[src/rtl/bvfc_pkg.sv]
// Package for the bounding volume frustum cull block.
// Holds widths, the item record passed along the cell row and the register map constants.
// No dependencies.
`timescale 1ns / 1ps

package bvfc_pkg;

    // Coordinate format (Q9.6 at the default width).
    localparam int COORD_W    = 16;
    localparam int EXT_W      = COORD_W - 1;

    // Plane register layout: three Q1.14 normal components, then a Q9.6 distance.
    localparam int NORM_W     = 16;
    localparam int NORM_FRAC  = 14;
    localparam int DIST_W     = 16;
    localparam int PLANE_W    = 3 * NORM_W + DIST_W;
    localparam int N_PLANES   = 6;

    // Arithmetic widths. Three products, the shifted distance and the
    // extent term fit with a few guard bits above one product.
    localparam int PROD_W     = COORD_W + NORM_W;
    localparam int APROD_W    = EXT_W + NORM_W;
    localparam int SUM_W      = PROD_W + 4;

    // Stream payloads.
    localparam int IN_BITS    = 3 * COORD_W + 3 * EXT_W;
    localparam int IN_DATA_W  = ((IN_BITS + 7) / 8) * 8;
    localparam int OUT_BITS   = 1 + N_PLANES;
    localparam int OUT_DATA_W = ((OUT_BITS + 7) / 8) * 8;

    // Configuration port: one 64-bit register every eight bytes.
    localparam int REG_IDX_W  = 3;
    localparam int ADDR_LSB   = 3;
    localparam int ADDR_W     = REG_IDX_W + ADDR_LSB;
    localparam int CFG_DATA_W = PLANE_W;

    // Volume kind carried in tuser.
    localparam logic KIND_BOX    = 1'b0;
    localparam logic KIND_SPHERE = 1'b1;

    // One volume as it travels along the row of cells. The mask gathers
    // one reject bit per cell, shifted in from the top.
    typedef struct packed {
        logic                      sphere;
        logic signed [COORD_W-1:0] cx;
        logic signed [COORD_W-1:0] cy;
        logic signed [COORD_W-1:0] cz;
        logic        [EXT_W-1:0]   ex;
        logic        [EXT_W-1:0]   ey;
        logic        [EXT_W-1:0]   ez;
        logic        [N_PLANES-1:0] mask;
    } t_item;

endpackage

[src/rtl/bvfc_obuf.sv]
// Output register with a skid entry for the result stream.
// Its space flag, a register, freezes the cell row while a beat waits. Depends on bvfc_pkg.
`timescale 1ns / 1ps

module bvfc_obuf import bvfc_pkg::*; (
    input  logic                  i_clk,
    input  logic                  i_rst_n,
    input  logic                  i_valid,
    input  logic [OUT_DATA_W-1:0] i_data,
    output logic                  o_space,
    output logic                  m_axis_tvalid,
    input  logic                  m_axis_tready,
    output logic [OUT_DATA_W-1:0] m_axis_tdata
);

    logic                  r_out_valid;
    logic [OUT_DATA_W-1:0] r_out_data;
    logic                  r_skid_valid;
    logic [OUT_DATA_W-1:0] r_skid_data;
    logic                  take;

    assign take = r_out_valid && m_axis_tready;

    always_ff @(posedge i_clk) begin
        if (!i_rst_n) begin
            r_out_valid  <= 1'b0;
            r_skid_valid <= 1'b0;
        end else if (r_skid_valid) begin
            if (take) begin
                r_skid_valid <= 1'b0;
            end
        end else if (i_valid) begin
            if (r_out_valid && !take) begin
                r_skid_valid <= 1'b1;
            end else begin
                r_out_valid <= 1'b1;
            end
        end else if (take) begin
            r_out_valid <= 1'b0;
        end
    end

    always_ff @(posedge i_clk) begin
        if (r_skid_valid) begin
            if (take) begin
                r_out_data <= r_skid_data;
            end
        end else if (i_valid) begin
            if (r_out_valid && !take) begin
                r_skid_data <= i_data;
            end else begin
                r_out_data <= i_data;
            end
        end
    end

    assign o_space       = !r_skid_valid;
    assign m_axis_tvalid = r_out_valid;
    assign m_axis_tdata  = r_out_data;

endmodule

[config.mk]
export PLATFORM = sky130hd
export DESIGN_NAME = bvfc_obuf
export DESIGN_NICKNAME = d
export VERILOG_FILES = /design/src/rtl/bvfc_pkg.sv /design/src/rtl/bvfc_obuf.sv
export SDC_FILE = /design/constraint.sdc
export NUM_CORES = 1
export LEC_CHECK = 0
export BUFFER_PORTS_ARGS = -buffer_cell sky130_fd_sc_hd__buf_2
export CAP_MARGIN = 30
export CORE_MARGIN = 10
export CORE_UTILIZATION = 47
export DETAILED_ROUTE_END_ITERATION = 10
export HOLD_SLACK_MARGIN = 0.08
export PLACE_DENSITY = 0.75
export SLEW_MARGIN = 20
export SYNTH_ARGS = -nofsm -noshare
export SYNTH_HDL_FRONTEND = slang
export SYNTH_SLANG_ARGS = --single-unit
export TNS_END_PERCENT = 10
[constraint.sdc]
create_clock -name i_clk -period 2 [get_ports i_clk]
set_input_delay 0.2 -clock i_clk [delete_from_list [all_inputs] [get_ports i_clk]]
set_output_delay 0.2 -clock i_clk [all_outputs]
set_load 0.03 [all_outputs]
==> results.sh <==
export IMPL_synth_nets=51
export IMPL_yosys_area_top_type="edfxtp_1"
export IMPL_rows=13
export IMPL_cts_buffers=3
export IMPL_netlist_top_cells_area="edfxtp_1 (69%), mux2_2 (13%), dfxtp_1 (5.8%), buf_6 (1.6%), inv_1 (1.6%)"
export IMPL_hp_class="input port to flop"
export IMPL_grt_pass1_wl_um=2104
export IMPL_cpMaxStageDelayCell="dfxtp_1"
export IMPL_ctsHoldBuffers=0
export IMPL_post_drt_wl_per_cell_um=16.57
export IMPL_vias=404
export IMPL_layout_drive_gt1_share_pct=53.13
export IMPL_port_buffers=21
export IMPL_synth_fa_ha_area_share_pct=0
export IMPL_final_area_um2=840.8
export IMPL_status="completed"
export IMPL_tightest_slew_ns=0.4897
export IMPL_power_density_nw_per_um2=873.9
export IMPL_initial_utilization_pct=51.44
export IMPL_dp_cells=75
export IMPL_drc=0
export IMPL_synth_distinct_cells=13
export IMPL_tritoncts_num_sinks=18
export IMPL_cpPeakStageDelay_ns=0.64
export IMPL_ir_worst_vdd_uv=468.9
export IMPL_worst_hold_slack_ns=0.1027
export IMPL_criticalPathCategory="flop to flop"
export IMPL_cts_repair_resized=0
export IMPL_fill_cells=102
export IMPL_worstPathArrival_ns=1.44
export IMPL_globalRouteOverflowTotal=0
export IMPL_ys_warn_count=0
export IMPL_cts_root_buffer="clkbuf_4"
export IMPL_ff2ff_path_depth=3
export IMPL_yosysTopAreaCellShare_pct=69.19
export IMPL_synth_compound_area_share_pct=3.243
export IMPL_finalCritPeriodShare_pct=71.95
export IMPL_timing_final_hold_violations=0
export IMPL_finClkSkew_ns=0.003246
export IMPL_drt_initial_drc_count=11
export IMPL_drv_slew=0
export IMPL_power_w=0.0007348
export IMPL_finalWeightedCongestion=0.6604
export IMPL_synth_area_um2=694.4
export IMPL_diodes=0
export IMPL_yosysSeqAreaShare_pct=74.95
export IMPL_layout_nets=77
export IMPL_crit_fanout=13
export IMPL_post_drt_via_cell_ratio=5.114
export IMPL_setup_tns_ns=0
export IMPL_ant_nets=0
export IMPL_synth_mux_area_share_pct=14.41
export IMPL_die_area_um2=3415
export IMPL_avgSynthCellArea_um2=17.81
export IMPL_drt_total_wl_um=1309
export IMPL_antenna_found_initial=0
export IMPL_period_minus_slack_ns=1.439
export IMPL_clk_path_buf_depth=2
export IMPL_grt_total_usage_pct=7.733
export IMPL_path_clk_slew_ns=0.10
export IMPL_fp_dieH_um=58.44
export IMPL_leakagePower_nw=0.3273
export IMPL_synthSimpleGateAreaFrac_pct=4.144
export IMPL_synth_xor_area_share_pct=0
export IMPL_num_io_pins=22
export IMPL_ys_ff_latch=18
export IMPL_synth_top_family_by_area="multiplexers"
export IMPL_min_path_cells=1
export IMPL_postSynthCellCount=39
export IMPL_fmax_mhz=694.9
export IMPL_syn_to_final_growth_pct=21.08
export IMPL_place_area_um2=814.5
export IMPL_end_kind="flop"
export IMPL_die_w_um=58.44
export IMPL_required_ns=2.00
export IMPL_relSlewSlack_pct=67.31
export IMPL_grt_start_max_net_pins=14
export IMPL_core_um2=1350
export IMPL_rsz0062_at_grt="false"
export IMPL_maxCapViolations=0
export IMPL_firstDrtPassIters=4
export IMPL_path_cells="mux2i_1, a21oi_1, buf_4"
export IMPL_cts_tree="done"
export IMPL_finalNonFillerCells=79
export IMPL_cts_setup_buffers=0
export IMPL_cts_htree_levels=1
export IMPL_grt_pass1_vias=449
export IMPL_setup_viol=0
export IMPL_clk_latency_ns=0.28
export IMPL_crit_path_start_kind="flop"
stage by stage:
step	utilization, %	worst slack (ns)
2_1_floorplan	-	0.4771
3_3_place_gp	60.33	0.6801
3_5_place_dp	60.33	0.5722
4_1_cts	62.28	0.5540
5_1_grt	62.28	0.4231
6_report	62.28	0.5610
power breakdown:
group | switching, W | internal [W] | leakage [nW]
Clock | 0.000105 | 0.0000773 | 0.0150
Sequential | 0.0000118 | 0.000436 | 0.166
Combinational | 0.0000650 | 0.0000398 | 0.146
cells by family after synthesis:
| family | count (synthesis) |
|---|---|
| buffers and inverters | 4 |
| flip-flops | 18 |
| AO/OA/AOI/OAI | 4 |
| multiplexers | 9 |
| AND/OR/NAND/NOR | 4 |
final timing paths:
path                                    from                    endpoint  slack [ns]
setup / recovery     r_skid_valid$_SDFF_PN0_   m_axis_tdata[1]$_DFFE_PP_        0.56
hold / removal                     i_data[1]    r_skid_data[1]$_DFFE_PP_        0.10
setup reg to reg     r_skid_valid$_SDFF_PN0_   m_axis_tdata[1]$_DFFE_PP_        0.56
hold reg to reg   m_axis_tvalid$_SDFFE_PN0P_  m_axis_tvalid$_SDFFE_PN0P_        0.55
area by class of cell:
cell class              instances  area (µm²)  share of cell area, %
flip-flops and latches         18       520.5                  61.90
multi-input cells              17       151.4                  18.01
repair buffers                 22       112.6                  13.39
clock buffers                   4       26.28                  3.125
well taps                      15       18.77                  2.232
inverters                       3       11.26                  1.339
cell usage after synthesis:
cell	n
edfxtp_1	16
mux2_2	8
inv_1	3
a21oi_1	2
dfxtp_1	2
a211oi_1	1
and2b_2	1
and4_1	1
buf_6	1
mux2i_1	1
nand2_1	1
nand3b_1	1
o21ai_0	1
worst max-delay path, delay by kind of cell, from the launching register on:
kind | cells | cell delay, ns
AO/OA/AOI/OAI | 1 | 0.16
buffers and inverters | 1 | 0.19
flip-flops | 1 | 0.64
multiplexers | 1 | 0.16
per-layer routing:
metal  share of wire [%]  global-route usage (%)  vias up
met5                   0                       0        -
met4                0.46                   2.013        0
met3                 9.7                   3.863        2
met2                  45                   11.99       15
met1                  45                   9.241      188
li1                    -                       -      199
placed cells by master (no fill, tap or decap):
master    instances
inv_1             3
buf_2            21
o21ai_0           1
clkbuf_1          1
a211oi_1          1
edfxtp_1         16
buf_4             1
clkbuf_4          3
mux2i_1           1
nand2_1           1
and2b_2           1
nand3b_1          1
mux2_2            8
a21oi_1           2
and4_1            1
dfxtp_1           2
registers in the layout, summed over array words and instances (netlist names):
| signal | cells |
|---|---|
| r_skid_data | 8 |
| m_axis_tvalid | 1 |
| m_axis_tdata | 8 |
| r_skid_valid | 1 |
Power figures use the tool's default switching activity.
