===== config.mk =====
export PLATFORM = sky130hd
export DESIGN_NAME = bvfc_cell
export DESIGN_NICKNAME = d
export VERILOG_FILES = /design/src/rtl/bvfc_pkg.sv /design/src/rtl/bvfc_cell.sv
export SDC_FILE = /design/constraint.sdc
export NUM_CORES = 2
export LEC_CHECK = 0
export BUFFER_PORTS_ARGS = -buffer_cell sky130_fd_sc_hd__clkbuf_2
export CORE_MARGIN = 1.5
export CORE_UTILIZATION = 59
export CTS_CLUSTER_SIZE = 24
export DETAILED_ROUTE_END_ITERATION = 6
export HOLD_SLACK_MARGIN = 0.03
export PLACE_DENSITY = 0.8
export SLEW_MARGIN = 20
export SYNTH_ARGS = -nofsm -noshare
export SYNTH_HDL_FRONTEND = slang
export SYNTH_SLANG_ARGS = --single-unit

===== constraint.sdc =====
create_clock -name i_clk -period 7.7 [get_ports i_clk]
set_input_delay 0.77 -clock i_clk [delete_from_list [all_inputs] [get_ports i_clk]]
set_output_delay 0.77 -clock i_clk [all_outputs]
set_load 0.005 [all_outputs]

===== src/rtl/bvfc_pkg.sv =====
// Package for the bounding volume frustum cull block.
// Holds widths, the item record passed along the cell row and the register map constants.
// No dependencies.
`timescale 1ns / 1ps

package bvfc_pkg;

    // Coordinate format (Q9.6 at the default width).
    localparam int COORD_W    = 16;
    localparam int EXT_W      = COORD_W - 1;

    // Plane register layout: three Q1.14 normal components, then a Q9.6 distance.
    localparam int NORM_W     = 16;
    localparam int NORM_FRAC  = 14;
    localparam int DIST_W     = 16;
    localparam int PLANE_W    = 3 * NORM_W + DIST_W;
    localparam int N_PLANES   = 6;

    // Arithmetic widths. Three products, the shifted distance and the
    // extent term fit with a few guard bits above one product.
    localparam int PROD_W     = COORD_W + NORM_W;
    localparam int APROD_W    = EXT_W + NORM_W;
    localparam int SUM_W      = PROD_W + 4;

    // Stream payloads.
    localparam int IN_BITS    = 3 * COORD_W + 3 * EXT_W;
    localparam int IN_DATA_W  = ((IN_BITS + 7) / 8) * 8;
    localparam int OUT_BITS   = 1 + N_PLANES;
    localparam int OUT_DATA_W = ((OUT_BITS + 7) / 8) * 8;

    // Configuration port: one 64-bit register every eight bytes.
    localparam int REG_IDX_W  = 3;
    localparam int ADDR_LSB   = 3;
    localparam int ADDR_W     = REG_IDX_W + ADDR_LSB;
    localparam int CFG_DATA_W = PLANE_W;

    // Volume kind carried in tuser.
    localparam logic KIND_BOX    = 1'b0;
    localparam logic KIND_SPHERE = 1'b1;

    // One volume as it travels along the row of cells. The mask gathers
    // one reject bit per cell, shifted in from the top.
    typedef struct packed {
        logic                      sphere;
        logic signed [COORD_W-1:0] cx;
        logic signed [COORD_W-1:0] cy;
        logic signed [COORD_W-1:0] cz;
        logic        [EXT_W-1:0]   ex;
        logic        [EXT_W-1:0]   ey;
        logic        [EXT_W-1:0]   ez;
        logic        [N_PLANES-1:0] mask;
    } t_item;

endpackage


===== src/rtl/bvfc_cell.sv =====
// One plane cell: holds a plane register and tests each passing volume against it.
// Two internal stages (products, then sum and compare). Depends on bvfc_pkg.
`timescale 1ns / 1ps

module bvfc_cell import bvfc_pkg::*; (
    input  logic               i_clk,
    input  logic               i_rst_n,
    input  logic               i_en,
    input  logic               i_wr,
    input  logic [PLANE_W-1:0] i_wdata,
    output logic [PLANE_W-1:0] o_plane,
    input  logic               i_valid,
    input  t_item              i_item,
    output logic               o_valid,
    output t_item              o_item
);

    logic [PLANE_W-1:0]       r_plane;
    logic                     r_a_valid;
    t_item                    r_a_item;
    logic signed [PROD_W-1:0] r_px, r_py, r_pz;
    logic [APROD_W-1:0]       r_qx, r_qy, r_qz;
    logic                     r_b_valid;
    t_item                    r_b_item;

    logic signed [NORM_W-1:0] nx, ny, nz;
    logic signed [DIST_W-1:0] dist_c;
    logic [NORM_W-1:0]        ax, ay, az;
    logic signed [PROD_W-1:0] n_px, n_py, n_pz;
    logic [APROD_W-1:0]       n_qx, n_qy, n_qz;
    logic signed [SUM_W-1:0]  d_al;
    logic [SUM_W-1:0]         t_box, t_sph;
    logic signed [SUM_W-1:0]  s;
    logic                     fail;
    t_item                    n_b_item;

    always_comb begin
        nx     = r_plane[NORM_W-1:0];
        ny     = r_plane[2*NORM_W-1:NORM_W];
        nz     = r_plane[3*NORM_W-1:2*NORM_W];
        dist_c = r_plane[PLANE_W-1:3*NORM_W];

        // Magnitudes as unsigned values; the most negative normal maps to 2^15.
        ax = nx[NORM_W-1] ? NORM_W'(-nx) : NORM_W'(nx);
        ay = ny[NORM_W-1] ? NORM_W'(-ny) : NORM_W'(ny);
        az = nz[NORM_W-1] ? NORM_W'(-nz) : NORM_W'(nz);

        n_px = PROD_W'(nx) * PROD_W'(i_item.cx);
        n_py = PROD_W'(ny) * PROD_W'(i_item.cy);
        n_pz = PROD_W'(nz) * PROD_W'(i_item.cz);
        n_qx = APROD_W'(i_item.ex) * APROD_W'(ax);
        n_qy = APROD_W'(i_item.ey) * APROD_W'(ay);
        n_qz = APROD_W'(i_item.ez) * APROD_W'(az);
    end

    // Second stage: distance plus the volume's reach; the volume survives the
    // plane when that sum is non-negative (box) or strictly positive (sphere).
    always_comb begin
        d_al  = SUM_W'(dist_c) <<< NORM_FRAC;
        t_box = SUM_W'(r_qx) + SUM_W'(r_qy) + SUM_W'(r_qz);
        t_sph = SUM_W'({r_a_item.ex, {NORM_FRAC{1'b0}}});
        s     = SUM_W'(r_px) + SUM_W'(r_py) + SUM_W'(r_pz) - d_al
              + $signed(r_a_item.sphere ? t_sph : t_box);
        if (r_a_item.sphere == KIND_SPHERE) begin
            fail = s[SUM_W-1] || (s == '0);
        end else begin
            fail = s[SUM_W-1];
        end
        n_b_item      = r_a_item;
        n_b_item.mask = {fail, r_a_item.mask[N_PLANES-1:1]};
    end

    always_ff @(posedge i_clk) begin
        if (!i_rst_n) begin
            r_plane   <= '0;
            r_a_valid <= 1'b0;
            r_b_valid <= 1'b0;
        end else begin
            if (i_wr) begin
                r_plane <= i_wdata;
            end
            if (i_en) begin
                r_a_valid <= i_valid;
                r_b_valid <= r_a_valid;
            end
        end
    end

    always_ff @(posedge i_clk) begin
        if (i_en) begin
            r_a_item <= i_item;
            r_px     <= n_px;
            r_py     <= n_py;
            r_pz     <= n_pz;
            r_qx     <= n_qx;
            r_qy     <= n_qy;
            r_qz     <= n_qz;
            r_b_item <= n_b_item;
        end
    end

    assign o_plane = r_plane;
    assign o_valid = r_b_valid;
    assign o_item  = r_b_item;

endmodule


==> summary.txt <==
Critical path
  – WP buf/inv: 5
  – Max stage delay cell, worst path: fa_1
  – CP Launch Type: flip-flop
  – CP required: approximately 8.1 ns
  – Max incr delay on CP: around 0.54 ns
  – CP Capture Type: flip-flop
  – Delay-heaviest family, CP: adder cells
  – Worst r2r src: o_plane[32]
  – Critical Path AT: about 8 ns
  – Setup CP Type: flip-flop to flip-flop
  – CP most frequent cell: fa_1
  – CP Launch Point: o_plane[32]
  – Worst Path Max Fanout: 5

Cells and area
  – Multi-input logic area: 54600 sq um
  – Final cell area excluding filler cells: 81000 sq um
  – Register area: 13000 sq um
  – P&R area growth vs syn: 9.11%
  – Share of layout cells above drive strength 1: about a tenth
  – Fillers: 9479
  – Total Nets Final: roughly 10000

Clocking
  – H-tree levels: 2
  – CTS tree: done
  – Later-pin clock latency in the skew report: about 0.68 ns
  – Inserted Clock Buffers: 54
  – CTS clk-pin slew, worst paths: roughly 0.070 ns
  – Maximum root-to-sink buffer count: 3
  – Clock Tree Root: clkbuf_16
  – Post-cts hold buffer count: 0
  – CTS sink count: about 450

Hold path
  – Hold Path Class: primary input to flip-flop
  – Hold_sp: i_item[5]

Global route
  – First-pass GRT wire length: between 300000 and 400000 um
  – Initial antenna violation count: 2
  – Vias in the first global route: a little under 60000
  – Overflow after GRT: 0
  – Tot GR Track Use: between 30% and 40%
  – Pin count of the biggest net entering global routing: approximately 160

Routing
  – Via count: 53700
  – Routed WL per cell: about 20 um
  – Drt drc: 0
  – Final WL: 191000 um
  – Final ANT Viol Nets: 0
  – First-pass iteration count of the detailed router: 6
  – Routed vias/inst: ~5.6
  – DRC violation total after the first TritonRoute iteration: roughly 4200

STA
  – Final Hold Viols: 0
  – # setup viols final: 0
  – Actual slew at the worst max-slew pin: 1.06 ns
  – Relative slew slack: 29.4%
  – Tcrit/Tclk final: between 90% and 100%
  – Post-route minimum period: ~7.6 ns
  – Fin. max-slew vios: 0
  – Fin worst setup slack: between 0.1 and 0.15 ns
  – Fmax: between 100 and 150 MHz
  – RSZ-0062 raised after global routing: true
  – Clock skew: 0.0179 ns

Yosys
  – Post-Syn Instances: roughly 7500
  – Ys flop type: edfxtp_1
  – Asr flop ratio synth: 0%
  – Synthesized Nets: roughly 9700
  – Post-synthesis sequential element count: around 450
  – Post-Synthesis Cell Area: between 70000 and 80000 sq um
  – Yosys warning total: 0
  – Register area share after synthesis: 17.5%
  – Area share of the largest cell type after synthesis: between 30% and 40%
  – Synth top area cells: fa_1 39%, edfxtp_1 16%, ha_1 10%
  – Post-synth top area cell: fa_1
  – Yosys cell types: 79
  – EDFF count, synth: slightly below 400
  – Mean Syn Cell Area: approximately 9.9 sq um

Place
  – DP HPWL: around 150000 um
  – I/O Buffers: between 300 and 400
  – GPL Wtd Cong: between 0.9 and 1
  – Post-placement cell area: 78200 sq um
  – Dpl ws: -0.0797 ns

Die
  – Initial Utilization: approximately three fifths
  – Core ar.: between 100000 and 150000 sq um
  – Row count: roughly 130
  – Floorplan die width: roughly 360 um
  – Total Die Area: between 100000 and 150000 sq um
  – Top Ports: about 330
  – Die Y: 358 um

Run
  – MaxCap Viol Count: 0

Run status
  – Status: completed
[final timing paths]
check	slack [ns]	depth (start not counted)	end
worst min-delay path	0.27	1	n_b_item[4]
worst max-delay path	0.13	30	r_qz[29]
worst max register to register	0.13	30	r_qz[29]
worst min register to register	0.41	0	o_item[96]
[per-layer routing]
layer	vias to the layer above	share of wire (%)	GRT usage, %
met4	2	5.3	15.1
li1	23500	-	-
met1	27100	38	38.7
met2	2468	49	51.1
met5	-	0.0068	0
met3	572	8.2	5.07
[flip-flops by register name (all words and copies together) (netlist names)]
name       cells
r_qx          31
o_valid        1
r_px          32
o_item       100
r_a_valid      1
r_py          32
r_qy          31
o_plane       64
n_b_item      99
r_pz          32
r_qz          31
[through the flow]
step | instances | hold slack [ns] | utilization (%) | setup TNS [ns]
CTS | 9480 | 0.223 | 64.5 | -0.00430
finish | 9503 | 0.273 | 65.2 | 0
global placement | 9379 | 0.400 | 62.9 | 0
detailed placement | 9379 | 0.405 | 62.9 | -0.231
floorplan | 7515 | 0.400 | - | 0
global route | 9502 | 0.251 | 65.2 | -0.577
[what timing repair did]
item,CTS,global route
setup buffers,1,23
hold endpoints to repair,0,0
resized for setup,8,138
endpoints found under the setup margin,7,28
pin swaps,1,52
[cell type report]
class / count / share of cell area, %
Inverter: 1707 / 7.91
Antenna cell: 2 / 0.00618
Multi-Input combinational cell: 5084 / 67.4
Clock inverter: 35 / 0.525
Timing Repair Buffer: 519 / 3.83
Tap cell: 1637 / 2.53
Clock buffer: 65 / 1.77
Sequential cell: 454 / 16.0
[cells in the final DEF, fill, tap and decap left out, types with 59 or more instances in the layout]
cell	count
a21o_1	65
a21oi_1	156
and2_1	662
buf_4	186
clkbuf_2	330
edfxtp_1	388
fa_1	1439
ha_1	603
inv_1	1699
mux2i_1	74
nand2_1	911
nand2b_1	69
nor2_1	138
nor2b_1	98
o21ai_0	92
xnor2_1	174
xor2_1	59
[worst reg2reg max path, delay by kind of cell (launching register included)]
kind,cells,cell delay [ns]
DFF,1,0.33
adders and majority gates,8,3.49
xor gates and xnor gates,2,0.29
and+or+nand+nor,8,1.44
buffers and inverters,5,0.32
AOI/OAI and AO/OA,7,1.44
[cell families after synthesis]
family / after synthesis / synth area share [%]
and+or+nand+nor: 2107 / 14.1
adders and majority gates: 2055 / 49.2
buffers and inverters: 1977 / 10.0
AOI/OAI and AO/OA: 594 / 5.17
DFF: 454 / 17.5
xor gates and xnor gates: 251 / 2.96
muxes: 77 / 1.04
[cells in the mapped netlist, drive strengths merged, types with 14 or more instances]
cell and n:
or3 21, nand4 18, a31oi 24, inv 1707, nand2 916, xnor2 191, o211ai 15, dfxtp 66
o31ai 19, o21bai 27, xor2 60, nor2b 99, nand2b 72, fa 1441, clkbuf 260, a211oi 26
and3 16, nor4 14, o21a 39, edfxtp 388, a21o 65, a21oi 163, mux2i 74, nor3 54
o21ai 127, and2 674, nand3 39, ha 614, nor2 140
Power is not shown: default switching activity piles up to over one toggle a cycle in this logic, so the estimate is an artifact.
